===== src/natural_log_series_core_defines.svh =====
`ifndef NATURAL_LOG_SERIES_CORE_DEFINES_SVH
`define NATURAL_LOG_SERIES_CORE_DEFINES_SVH

// Check c whenever a holds, same edge.
`define NLS_ASSERT_SAME(lbl, a, c) \
	lbl: assert property (@(posedge clk) disable iff (!arst_n) (a) |-> (c)) \
		else $error("nls: check failed");

// Check c at the next edge after a holds.
`define NLS_ASSERT_NEXT(lbl, a, c) \
	lbl: assert property (@(posedge clk) disable iff (!arst_n) (a) |=> (c)) \
		else $error("nls: check failed");

`endif


===== src/nls_pkg.sv =====
`default_nettype none
package nls_pkg;

	localparam int QBITS = 32;
	localparam int NTERMS = 6;

	typedef struct packed {
		logic        valid;
		logic        zero;
		logic [16:0] rem;
		logic [16:0] den;
		logic [31:0] quo;
	} div_t;

	typedef struct packed {
		logic               valid;
		logic signed [32:0] x2;
		logic signed [32:0] pw;
		logic signed [35:0] sum;
	} term_t;

	localparam logic [30:0] COEF [NTERMS] = '{
		31'd715827876, 31'd429496730, 31'd306783372,
		31'd238609292, 31'd195225784, 31'd165191056
	};

	// round a 62-fraction-bit product to 31 fraction bits, ties away from zero
	function automatic logic signed [32:0] rnd31(input logic signed [65:0] p);
		logic [65:0] m;
		logic [65:0] r;
		logic [32:0] a;
		m = p[65] ? 66'(-p) : 66'(p);
		r = (m + (66'd1 << 30)) >> 31;
		a = r[32:0];
		rnd31 = p[65] ? $signed(-a) : $signed(a);
	endfunction

endpackage
`default_nettype wire


===== src/nls_term_cell.sv =====
`default_nettype none
module nls_term_cell #(
	parameter int K = 0
) (
	input  wire logic      clk,
	input  wire logic      arst_n,
	input  wire logic      en,
	input  nls_pkg::term_t d,
	output nls_pkg::term_t q
);
	import nls_pkg::*;

	logic               v_s1, v_s2, v_s3;
	logic signed [65:0] p1_s1, p2_s3;
	logic signed [32:0] x2_s1, x2_s2, x2_s3;
	logic signed [32:0] pw_s2, pw_s3;
	logic signed [35:0] sum_s1, sum_s2, sum_s3;
	logic signed [32:0] cf;

	assign cf = $signed({2'b00, COEF[K]});

	always_ff @(posedge clk or negedge arst_n) begin
		if (!arst_n) begin
			v_s1 <= 1'b0;
			v_s2 <= 1'b0;
			v_s3 <= 1'b0;
			q    <= '0;
		end else if (en) begin
			v_s1   <= d.valid;
			p1_s1  <= 66'(d.pw) * 66'(d.x2);
			x2_s1  <= d.x2;
			sum_s1 <= d.sum;

			v_s2   <= v_s1;
			pw_s2  <= rnd31(p1_s1);
			x2_s2  <= x2_s1;
			sum_s2 <= sum_s1;

			v_s3   <= v_s2;
			p2_s3  <= 66'(pw_s2) * 66'(cf);
			pw_s3  <= pw_s2;
			x2_s3  <= x2_s2;
			sum_s3 <= sum_s2;

			q.valid <= v_s3;
			q.pw    <= pw_s3;
			q.x2    <= x2_s3;
			q.sum   <= sum_s3 + 36'(rnd31(p2_s3));
		end
	end
endmodule
`default_nettype wire


===== config.mk =====
export PLATFORM = sky130hd
export DESIGN_NAME = nls_term_cell
export DESIGN_NICKNAME = d
export VERILOG_FILES = /design/src/natural_log_series_core_defines.svh /design/src/nls_pkg.sv /design/src/nls_term_cell.sv
export SDC_FILE = /design/constraint.sdc
export NUM_CORES = 2
export LEC_CHECK = 0
export ABC_AREA = 1
export BUFFER_PORTS_ARGS = -buffer_cell sky130_fd_sc_hd__buf_2
export CAP_MARGIN = 25
export CELL_PAD_IN_SITES_DETAIL_PLACEMENT = 0
export CELL_PAD_IN_SITES_GLOBAL_PLACEMENT = 1
export CORE_ASPECT_RATIO = 1.25
export CORE_UTILIZATION = 46
export CTS_BUF_LIST = sky130_fd_sc_hd__clkbuf_4
export CTS_CLUSTER_SIZE = 40
export DETAILED_ROUTE_END_ITERATION = 6
export HOLD_SLACK_MARGIN = 0.02
export PLACE_DENSITY_LB_ADDON = 0.1
export SYNTH_ARGS = -nofsm -noshare
export SYNTH_HDL_FRONTEND = slang
export SYNTH_SLANG_ARGS = --single-unit

===== constraint.sdc =====
create_clock -name clk -period 7.28 [get_ports clk]
set_input_delay 0.364 -clock clk [delete_from_list [all_inputs] [get_ports clk]]
set_output_delay 0.364 -clock clk [all_outputs]
set_load 0.01 [all_outputs]

* Word level (Yosys, flattened, before mapping)
Index checks and enable logic that the tools add are counted.
** Word-level totals
- Flip-flop bits (word level) :: 507
- Input bits :: 106
- Output and inout port bits :: 103
- Word-level logic and storage cells :: 31
** Operators by class
- $add $sub $neg :: 7
- Multiply operators :: 2
- Muxes and demuxes :: 4
- Reductions and logical operators :: 1
** Operators with widths (count)
- 64-bit by 31-bit adder with 64-bit output, second input constant :: 2
- 64-bit two-way mux :: 2
- 64-bit negation :: 2
- 33-bit by 33-bit multiplier with 66-bit output :: 1
- 33-bit two-way mux :: 2
- 33-bit negation :: 2
- 33-bit by 29-bit multiplier with 62-bit output, second input constant :: 1
- 36-bit by 33-bit adder with 36-bit output :: 1
- 2-bit AND reduction :: 1

* Depth between registers and ports, before layout
- Depth in word-level cells :: 6
- Gate-level depth with buffers :: 42
- Mapped depth without buffers :: 42

* Least setup slack after synthesis
No wires, ideal clock.
- Kind :: input-to-reg
- Start point :: input en
- End point :: register p1_s1[0] (enable)
- Library setup time :: 0.746 ns
- Arrival time :: 8.862 ns
- Data required time :: 6.534 ns
- Slack :: -2.329 ns
- Stages on the path :: 5
- Buffers on the path :: 3
- Cell sequence :: clkbuf_1 clkbuf_1 clkbuf_1 nand2_1 inv_1
** Between the ends
- Cells in the longest elaborated chain, start to end :: 1
** RTL lines
- start, declared :: line nls_term_cell.sv:7 : input wire logic en,
- 2-bit AND reduction (no source line)
- end signal, assigned :: line nls_term_cell.sv:30 : p1_s1 <= 66'(d.pw) * 66'(d.x2);
- end, declared :: line nls_term_cell.sv:14 : logic signed [65:0] p1_s1, p2_s3;
Every way passes these cells.
A chain may end at the register's enable or synchronous reset.

* Worst setup path after layout
- Start point :: input d[72] (netlist name)
- End point :: register p1_s1[65] (data pin)
** Between the ends
- Cells in the longest elaborated chain, start to end :: 1
** RTL lines
- start, declared :: line nls_term_cell.sv:8 : input nls_pkg::term_t d,
- 33-bit by 33-bit multiplier with 66-bit output :: line nls_term_cell.sv:30
Every way passes these cells.

==> impl_metrics.ini <==
[final_layout]
nets = 12600
drive_gt1_frac = 0.129
final_util = 0.530
area_growth_pct = 14.6

[die]
rows = 173
die_area_um2 = 180000
num_io_pins = 209
coreArea_um2 = 178000
start_util = 0.463
die_h_um = 475
fp.dieW_um = 380

[detailed_routing]
drtIter0Drc = 2777
routed_via_density = 4.88
wl_met1_um = 93300
wl_met2_um = 136000
num_vias = 62900
topRoutingLayerUsed = met5
wl_per_cell_um = 19.3
dr_wl_met3_um = 7780
drt_pass1_iterations = 5
routed_wirelength_um = 248000
final_antenna_net_count = 0
drc_errors = 0

[timing]
layout_setup_ws_ps = 161
slew_violations = 0
slew_headroom = 0.371
timing.fmax_mhz = 140
hold-worst-slack_ps = 172
finalSetupViolations = 0
worstMarginPinSlew_ps = 943
finalCritPeriodShare = 0.978
skew_ps = 97.2
rsz0062_at_grt = yes
hold_viol = 0
min_period_ps = 7120

[clock_network]
clock_latency_ps = 1150
root_buffer = clkbuf_4
clk_pin_slew_ps = 60
clock_path_buffers = 3
numCtsBuffers = 141
cts_tree = done
htreeDepth = 4
cts_sinks = 503

[synthesis]
ys.flop_type = edfxtp_1
synth_common_cells = inv_1, nand2_1, fa_1
yosysMostFrequentCell = inv_1
synth_enable_flop_cells = 397
ys_seq_elements = 503
netlist_instances = 9569
yosysTopAreaCellShare = 0.382
synthArstFlopShare = 0.211
syn_area_per_cell_um2 = 8.59
syn-num-nets = 11800
yosysWarningCount = 0
synth_area_leaders = fa_1, edfxtp_1, inv_1
ys_seq_area_frac = 0.177
synthesis.area_um2 = 82200
synth.distinct_cells = 56
yosysTopAreaCell = fa_1

[worst_setup_path]
start_kind = input pin
crit_arrival_ps = 7930
cp_slowest_cell = fa_2
worstPathMaxFanout = 16
cp.required_ps = 8090
endpoint_kind = flip-flop
crit_type = in -> reg
path_common_cell = fa_1
crit_path_max_incr_delay_ps = 580

[grt]
grt_pass1_vias = 69100
overflow = 0
grt_max_degree = 157
grt_util_all_layers = 0.284
antenna_found_initial = 9
grt_pass1_wl_um = 388000

[placement]
gp_congestion = 0.956
pre_cts_ws_ps = -856
port_buffers = 208
dpl.hpwl_um = 218000

[outcome]
status = complete, no violations

[run]
drv_cap = 0

[worst_hold_path]
hold_class = in -> reg
[cells by family after synthesis]
group / share of synthesized area
AND/OR/NAND/NOR: 0.157
buffers and inverters: 0.140
adder cells (fa/ha/maj): 0.465
flip-flops: 0.177
AO/OA/AOI/OAI: 0.0345
XOR/XNOR: 0.0263
[routing by layer]
metal	global-route usage	vias to the layer above
met1	0.313	31500
met2	0.545	1297
met5	0	-
met3	0.0282	450
met4	0.128	8
li1	-	29600
[cell type report]
| class | instances | area (µm²) |
|---|---|---|
| fill | 17100 | 83500 |
| inverter | 2764 | 10400 |
| multi-input combinational | 5995 | 56400 |
| antenna | 8 | 20.0 |
| clock buffer | 208 | 1560 |
| timing repair buffer | 1003 | 7970 |
| sequential | 503 | 14600 |
| tap | 2362 | 2960 |
| clock inverter | 45 | 275 |
[registers in the layout, indices dropped and copies added, names as in the netlist]
register,flops
pw_s2,33
pw_s3,33
q,103
v_s1,1
x2_s2,33
sum_s1,36
x2_s3,33
v_s3,1
p2_s3,59
v_s2,1
p1_s1,65
sum_s3,36
x2_s1,33
sum_s2,36
[per-stage QoR]
step / cell area (µm²) / cells / TNS [ps]
3_3_place_gp: 91000 / 12500 / -11480
4_1_cts: 93900 / 12900 / 0
6_report: 94200 / 12900 / 0
5_1_grt: 94200 / 12900 / -10.6
3_5_place_dp: 91000 / 12500 / -12600
2_1_floorplan: 82500 / 9569 / -7810
[critical path, delay by kind of cell]
| kind | cells | cell delay (ps) |
|---|---|---|
| buffers and inverters | 12 | 1880 |
| AOI/OAI and AO/OA | 2 | 230 |
| adders and majority gates | 9 | 4410 |
| and+or+nand+nor | 6 | 850 |
| xor gates and xnor gates | 1 | 150 |
[cells in the final DEF, fill, tap and decap left out, types with 18 or more instances in the layout]
cell,instances
nor2_1,478
dfrtp_1,106
nor2_2,49
inv_1,2733
buf_2,204
nand2_2,49
fa_1,1560
a21oi_1,193
nor3_1,22
edfxtp_1,397
buf_4,625
nand4_1,62
dlygate4sd3_1,113
clkinv_1,25
buf_12,50
inv_2,25
ha_1,529
clkbuf_4,210
nand3_1,209
nand2_1,2204
xnor2_1,93
xor2_1,141
a31oi_1,46
o21ai_0,121
o21ai_1,18
[worst paths after layout]
path,start,slack (ps),depth (start not counted),end
min in group asynchronous,arst_n,310,3,q[84]
worst max-delay path,d[72],160,30,p1_s1[65]
worst min-delay path,d[80],170,3,x2_s1[11]
max in group asynchronous,arst_n,4980,6,q[32]
worst min register to register,x2_s2[30],380,0,x2_s3[30]
worst max register to register,pw_s2[12],220,25,p2_s3[57]
[timing repair]
action,in CTS,in global routing
hold buffers,113,0
endpoints found under the hold margin,156,0
setup buffers,1,6
endpoints found under the setup margin,3,25
gates resized for setup,0,46
pin swaps,0,7
Power is not shown: default switching activity piles up to over one toggle a cycle in this logic, so the estimate is an artifact.
