### src/natural_log_series_core_defines.svh
`ifndef NATURAL_LOG_SERIES_CORE_DEFINES_SVH
`define NATURAL_LOG_SERIES_CORE_DEFINES_SVH

// Check c whenever a holds, same edge.
`define NLS_ASSERT_SAME(lbl, a, c) \
	lbl: assert property (@(posedge clk) disable iff (!arst_n) (a) |-> (c)) \
		else $error("nls: check failed");

// Check c at the next edge after a holds.
`define NLS_ASSERT_NEXT(lbl, a, c) \
	lbl: assert property (@(posedge clk) disable iff (!arst_n) (a) |=> (c)) \
		else $error("nls: check failed");

`endif

### src/nls_pkg.sv
`default_nettype none
package nls_pkg;

	localparam int QBITS = 32;
	localparam int NTERMS = 6;

	typedef struct packed {
		logic        valid;
		logic        zero;
		logic [16:0] rem;
		logic [16:0] den;
		logic [31:0] quo;
	} div_t;

	typedef struct packed {
		logic               valid;
		logic signed [32:0] x2;
		logic signed [32:0] pw;
		logic signed [35:0] sum;
	} term_t;

	localparam logic [30:0] COEF [NTERMS] = '{
		31'd715827876, 31'd429496730, 31'd306783372,
		31'd238609292, 31'd195225784, 31'd165191056
	};

	// round a 62-fraction-bit product to 31 fraction bits, ties away from zero
	function automatic logic signed [32:0] rnd31(input logic signed [65:0] p);
		logic [65:0] m;
		logic [65:0] r;
		logic [32:0] a;
		m = p[65] ? 66'(-p) : 66'(p);
		r = (m + (66'd1 << 30)) >> 31;
		a = r[32:0];
		rnd31 = p[65] ? $signed(-a) : $signed(a);
	endfunction

endpackage
`default_nettype wire

### src/nls_div_cell.sv
`default_nettype none
module nls_div_cell (
	input  wire logic          clk,
	input  wire logic          arst_n,
	input  wire logic          en,
	input  nls_pkg::div_t      d,
	output nls_pkg::div_t      q
);
	import nls_pkg::*;

	logic [17:0] r2;
	logic [17:0] diff;
	logic        take;

	always_comb begin
		r2   = {d.rem, 1'b0};
		diff = r2 - {1'b0, d.den};
		take = r2 >= {1'b0, d.den};
	end

	always_ff @(posedge clk or negedge arst_n) begin
		if (!arst_n) begin
			q <= '0;
		end else if (en) begin
			q.valid <= d.valid;
			q.zero  <= d.zero;
			q.den   <= d.den;
			q.rem   <= take ? diff[16:0] : r2[16:0];
			q.quo   <= {d.quo[30:0], take};
		end
	end
endmodule
`default_nettype wire

### config.mk
export PLATFORM = sky130hd
export DESIGN_NAME = nls_div_cell
export DESIGN_NICKNAME = d
export VERILOG_FILES = /design/src/natural_log_series_core_defines.svh /design/src/nls_pkg.sv /design/src/nls_div_cell.sv
export SDC_FILE = /design/constraint.sdc
export NUM_CORES = 1
export LEC_CHECK = 0
export BUFFER_PORTS_ARGS = -buffer_cell sky130_fd_sc_hd__buf_2
export CORE_MARGIN = 2
export CORE_UTILIZATION = 45
export CTS_BUF_LIST = sky130_fd_sc_hd__clkbuf_4 sky130_fd_sc_hd__clkbuf_8
export CTS_CLUSTER_DIAMETER = 200
export DETAILED_ROUTE_END_ITERATION = 10
export PLACE_DENSITY = 0.84
export REMOVE_ABC_BUFFERS = 1
export SKIP_CTS_REPAIR_TIMING = 1
export SLEW_MARGIN = 20
export SYNTH_ARGS = -nofsm -noshare
export SYNTH_HDL_FRONTEND = slang
export SYNTH_SLANG_ARGS = --single-unit
### constraint.sdc
create_clock -name clk -period 1.9 [get_ports clk]
set_input_delay 0.475 -clock clk [delete_from_list [all_inputs] [get_ports clk]]
set_output_delay 0.475 -clock clk [all_outputs]
set_load 0.01 [all_outputs]
**Word level (Yosys, flattened, before mapping)**

Cells that the tools add are included.

- Input port bits: 71
- Bits in registers: 68

- Muxes and demuxes: 1
- $lt $le $gt $ge: 1
- Add/subtract/negate cells: 1

Operators with widths:

| operator | number |
|---|---|
| $ge A18 B17 Y1 | 1 |
| $mux W17 | 1 |
| $sub A17 B17 Y17 | 1 |

**Depth between registers and ports, before layout**

Gate-level depths: netlist of run 1.

- Depth in word-level cells: 2
- Depth in mapped cells: 11
- Mapped depth without buffers: 10

**Worst setup path after synthesis of run 1**

Ideal clock, no wire load.

- Kind: input to register
- From: input d[34] (netlist name)
- To: register q[50] (netlist name)
- Required time: 1827 ps
- Buffers on the path: 1
- Stages on the path: 10
- Data arrival time: 2327 ps
- Path slack: -500 ps
- Cells stage by stage: inv_1 > ha_1 > nor2b_4 > o31ai_4 > nand3_2 > a2111oi_2 > o211ai_1 > buf_6 > mux2_4 > a21oi_2

- Cells in the longest elaborated chain, start to end: 2

RTL lines:

| what | RTL line | source |
|---|---|---|
| from (decl) | nls_div_cell.sv:6 | `input nls_pkg::div_t d,` |
| $ge A18 B17 Y1 | nls_div_cell.sv:18 | `take = r2 >= {1'b0, d.den};` |
| $mux W17 | nls_div_cell.sv:28 | `q.rem <= take ? diff[16:0] : r2[16:0];` |
| to (decl) | nls_div_cell.sv:7 | `output nls_pkg::div_t q` |

Every way passes these cells.
A chain may end at the register's enable or synchronous reset.

**Final worst setup path of run 1**

- From: input d[50] (netlist name)
- To: register q[50] (netlist name)

Same word-level chain as after synthesis.

==> results of run 1 <==
stage by stage:
stage | power, W | setup slack [ns] | cells
after global routing | 0.00450 | -0.452 | 620
after floorplan | 0.00231 | -1.23 | 312
final | 0.00427 | -0.375 | 620
after global placement | 0.00283 | -0.710 | 601
after CTS | 0.00421 | -0.432 | 617
after detailed placement | 0.00287 | -0.803 | 601
power by group through the flow:
stage | Combinational [W] | Sequential [W] | Clock [W]
after CTS | 0.00114 | 0.00171 | 0.00136
final | 0.00122 | 0.00171 | 0.00134
after global placement | 0.00110 | 0.00173 | 0
after detailed placement | 0.00113 | 0.00174 | 0
after floorplan | 0.000486 | 0.00182 | 0
after global routing | 0.00132 | 0.00173 | 0.00144
cell families after synthesis:
logic type,count (synthesis)
DFF,68
AOI/OAI and AO/OA,64
and+or+nand+nor,64
muxes,63
buffers and inverters,36
adders and majority gates,18
xor gates and xnor gates,12
cell type report:
type	instances	area share, %
timing repair buffer	190	22.3
inverter	23	1.75
clock inverter	7	1.89
sequential	68	32.6
multi-input combinational	221	36.7
tap	102	2.44
clock buffer	9	2.37
per-layer routing:
metal  share of wire [%]  vias to the layer above  global-route usage (%)
met5                   0                        -                       0
met4                 2.0                        0                    7.61
met3                 6.1                       17                    5.00
met2                  51                      101                    37.3
met1                  41                     1530                    24.2
li1                    -                     1522                       -
cell usage after synthesis, types with 2 or more instances:
library cell	count
mux2_2	50
nor3_1	4
a21oi_1	25
o21a_1	6
and2_1	2
and3_1	4
a211oi_1	3
buf_1	3
nand2_1	18
xnor2_1	10
inv_1	23
nor2_1	24
o21ai_0	7
ha_1	17
dfrtp_1	68
mux2i_1	12
nor2b_1	2
nand3_1	5
o211ai_1	7
a21o_1	4
xor2_1	2
clkbuf_1	7
worst max path at each step:
stage / from / end / depth (start not counted)
4_1_cts: d[33] / q[50] / 12
2_1_floorplan: d[43] / q[50] / 9
6_report: d[50] / q[50] / 10
3_3_place_gp: d[33] / q[50] / 12
5_1_grt: d[50] / q[51] / 10
3_5_place_dp: d[33] / q[50] / 12
==> impl_metrics.toml, run 1 <==
[outcome]
run_status = "complete, but fails checks"
violations = "setup timing"

[worst_setup_path]
cpMostUsedCell = "buf_6"
arrival_ns = 2.56
r2r-end = "q[19]"
crit_path_top_delay_cell = "a2111oi_4"
ff2ff_setup_slack_ns = 1.13
crit_buf_inv = 2
crit_required_ns = 2.19
endpoint_kind = "flop"
max_stage_delay_ns = 0.35
cp_max_fo = 5
crit_type = "in -> reg"
worstPathCellList = "buf_6 > ha_4 > nor2b_4 > o31ai_4 > nand3_4 > a2111oi_4 > o211ai_1 > buf_6 > mux2_4 > a21oi_2"
crit-reg2reg-launch = "q[19]"
reg2reg_depth = 1
start_kind = "input pin"
crit_family = "compound AO/OA/AOI/OAI gates"

[synthesis]
synth_cells = 325
synth-adder-area-share_pct = 6.44
synth_edf_count = 0
synthXorXnorAreaFrac_pct = 2.91
synthMuxAreaShare_pct = 19.3
syn_avg_cell_area_um2 = 11.1
netlist_top_cells_area = "dfrtp_1, mux2_2, ha_1, a21oi_1, mux2i_1"
ys_warn_count = 0
synth.ff_latch_count = 68
synth_compound_area_share_pct = 12.0
synthArstFlopShare_pct = 100
synthDistinctLibCells = 44
synth_top_area_cell = "dfrtp_1"
synth_top_area_share_pct = 47.1
ys.flop_type = "dfrtp_1"
yosys.area_share.simple_pct = 8.21
synthesis.area_um2 = 3610
synth_top_family_by_area = "multiplexers"
yosysSeqAreaShare_pct = 47.1

[detailed_routing]
vias = 3170
dr.pass1.iters = 4
postRouteAntennaNets = 0
wl_mm = 9.51
drt_iter0_markers = 167
route.detailed.drc = 0
viasPerCell = 5.11
wl_per_cell_um = 15.3

[job]
max_cap_violations = 0

[layout]
final_cell_mix = "buf_2, dfrtp_1, mux2_2, buf_4, a21oi_1"
biggestRegsByFlops = "q: 68 flops"
multi_input_comb_area_um2 = 1910
largest_reg_flops = 68
area_growth_pct = 44.6
drive_gt1_share_pct = 54.8
final_common_cell = "buf_2"
fill_cells = 595
final_util_pct = 67.2
regArea_um2 = 1700
final_cell_area_um2 = 5220
max_flop_register = "q"
diodes = 0
layout.nets = 602

[die]
io_pins = 139
die_w_um = 93.6
die_h_um = 93.6
fp.coreArea_um2 = 7770
dieArea_um2 = 8760
start_util_pct = 46.5
rows = 32

[timing]
finalClockSkew_ns = 0
fin_crit_sh_pct = 120
setup-violations-final = 18
hold_ws_ns = 0.0242
period_needed_ns = 2.27
report.final.hold_viol_count = 0
tightest_slew_ns = 0.419
maxSlewHeadroom_pct = 72.0
fin_ws_ns = -0.375
setup_tns_ns = -5.09
slew_viol_final = 0
rsz0062_at_grt = "yes"
max_freq_mhz = 440

[clock_tree]
numCtsBuffers = 9
cts_max_level = 3
clkLatencyLatePin_ns = 0.34
cts.sinks = 68
path_clk_slew_ns = 0.09
clock_path_buffers = 2
cts_tree = "done"
cts-root-buf = "clkbuf_8"

[placed_design]
io_buffers = 137
gp_congestion = 0.859
dpl_cell_area_um2 = 4780
place_hpwl_mm = 6.86

[pwr]
p_clk_share_pct = 31.5
powerDensity_nw_per_um2 = 818
ir_drop_uv = 716
pwr-share-comb_pct = 28.5
power_switching_w = 0.00128
seqPwrFrac_pct = 40.1
internal_power_w = 0.00299
p_sw_share_pct = 30.0
p_leak_nw = 2.59

[grt]
grt_max_degree = 42
grt_pass1_vias = 3217
antenna_found_initial = 0
grt_pass1_wl_mm = 14.4
grt_use_total_pct = 20.8
globalRoute.totalOverflow = 0

[min_path]
hold_path.class = "in -> async"
Power figures use the tool's default switching activity.
==> run 2: changes to the inputs <==
- PLACE_DENSITY: 0.84 -> 0.72
==> run 2 against run 1 <==
Effect of this change:
- the flow still finishes with violations (setup timing)
- via count fell by 1.6%
- wire length fell by 6.9%
- core utilization rose by 1.3 points
- register-to-register slack barely moved
- combinational power barely moved
- die area did not move
- critical path type unchanged
- largest power group unchanged
- highest routed layer unchanged
==> impl_metrics.toml, run 2 (same netlist as run 1, synthesis figures left out) <==
[outcome]
run_status = "complete, but fails checks"
violations = "setup timing"

[die]
io_pins = 139
die_w_um = 93.6
die_h_um = 93.6
fp.coreArea_um2 = 7770
dieArea_um2 = 8760
start_util_pct = 46.5
rows = 32

[detailed_routing]
route.detailed.drc = 0
drt_iter0_markers = 135
viasPerCell = 4.97
wl_mm = 8.86
wl_per_cell_um = 14.1
vias = 3119
dr.pass1.iters = 4
postRouteAntennaNets = 0

[clock_tree]
clkLatencyLatePin_ns = 0.34
cts_tree = "done"
cts-root-buf = "clkbuf_8"
numCtsBuffers = 9
cts.sinks = 68
cts_max_level = 3
clock_path_buffers = 2
path_clk_slew_ns = 0.07

[placed_design]
io_buffers = 137
dpl_cell_area_um2 = 4840
gp_congestion = 0.866
post-place-ws_ns = -0.683
place_hpwl_mm = 6.55

[timing]
period_needed_ns = 2.22
setup-violations-final = 18
setup_tns_ns = -4.58
slew_viol_final = 0
finalClockSkew_ns = 0
max_freq_mhz = 450
fin_crit_sh_pct = 117
rsz0062_at_grt = "yes"
report.final.hold_viol_count = 0
fin_ws_ns = -0.323
maxSlewHeadroom_pct = 75.6
tightest_slew_ns = 0.366

[pwr]
power_switching_w = 0.00124
seqPwrFrac_pct = 37.7
p_clk_share_pct = 35.3
ir_drop_uv = 486
powerDensity_nw_per_um2 = 852
p_leak_nw = 2.64
internal_power_w = 0.00329
pwr-share-comb_pct = 26.9
p_sw_share_pct = 27.5

[layout]
diodes = 0
layout.nets = 609
drive_gt1_share_pct = 55.4
largest_reg_flops = 68
max_flop_register = "q"
final_cell_area_um2 = 5320
final_cell_mix = "buf_2, dfrtp_1, buf_4"
fill_cells = 609
biggestRegsByFlops = "q: 68 flops"
area_growth_pct = 47.4
final_common_cell = "buf_2"

[grt]
grt_busiest_layer = "met2"
grt_pass1_vias = 3287
grt_pass1_wl_mm = 14.4
use_met3_pct = 5.24
globalRoute.totalOverflow = 0
grt_max_degree = 69
grt_use_total_pct = 20.6
met2_usage_pct = 34.2
use_met1_pct = 25.5
antenna_found_initial = 0

[job]
max_cap_violations = 0

[worst_setup_path]
crit_required_ns = 2.12
crit_type = "in -> reg"
cp_max_fo = 8
arrival_ns = 2.44
start_kind = "input pin"
endpoint_kind = "flop"

[min_path]
hold_path.class = "in -> async"
[run 2: metrics by stage]
| step | util (%) | total power (W) | std cells | hold WS [ns] |
|---|---|---|---|---|
| global placement | 62.3 | 0.00285 | 605 | 0.463 |
| finish | 68.5 | 0.00453 | 627 | 0.133 |
| global route | 68.5 | 0.00477 | 627 | 0.167 |
| floorplan | - | 0.00231 | 312 | 0.179 |
| CTS | 65.7 | 0.00449 | 621 | 0.146 |
| detailed placement | 62.3 | 0.00288 | 605 | 0.490 |
[run 2: final timing paths]
path | from | depth (start not counted) | slack (ns) | endpoint
setup / recovery | d[50] | 11 | -0.32 | q[61]
hold / removal | arst_n | 2 | 0.13 | q[14]
setup reg to reg | q[22] | 1 | 1.12 | q[22]
hold reg to reg | q[44] | 1 | 0.50 | q[44]
max in group asynchronous | arst_n | 2 | 1.46 | q[49]
min in group clk | d[3] | 2 | 0.36 | q[4]
[run 2: cell type report]
type / count / area (um2) / area share [%]
Tap cell: 102 / 128 / 2.40
Multi-Input combinational cell: 221 / 1900 / 35.7
Clock buffer: 10 / 131 / 2.47
Inverter: 23 / 91.3 / 1.72
Timing Repair Buffer: 197 / 1230 / 23.2
Clock inverter: 6 / 136 / 2.56
Sequential cell: 68 / 1700 / 32.0
[run 2: per-layer routing]
metal | vias to the layer above | routed length, um
li1 | 1534 | -
met1 | 1462 | 3750
met2 | 112 | 4340
met3 | 11 | 643
met4 | 0 | 119
met5 | - | 0
[run 2: power groups by stage]
stage | registers (W) | clock network, W | logic, W
after floorplan | 0.00182 | 0 | 0.000486
after global placement | 0.00173 | 0 | 0.00112
after detailed placement | 0.00174 | 0 | 0.00115
after CTS | 0.00171 | 0.00163 | 0.00115
after global routing | 0.00173 | 0.00169 | 0.00134
final | 0.00171 | 0.00160 | 0.00122
[run 2: worst max-delay path, stage by stage]
cell,delay (ns)
buf_8,0.10
ha_4,0.24
nor2b_4,0.13
o31ai_4,0.26
nand3_2,0.13
a2111oi_4,0.35
o211ai_1,0.17
buf_4,0.20
buf_12,0.14
mux2i_2,0.15
a21oi_1,0.09
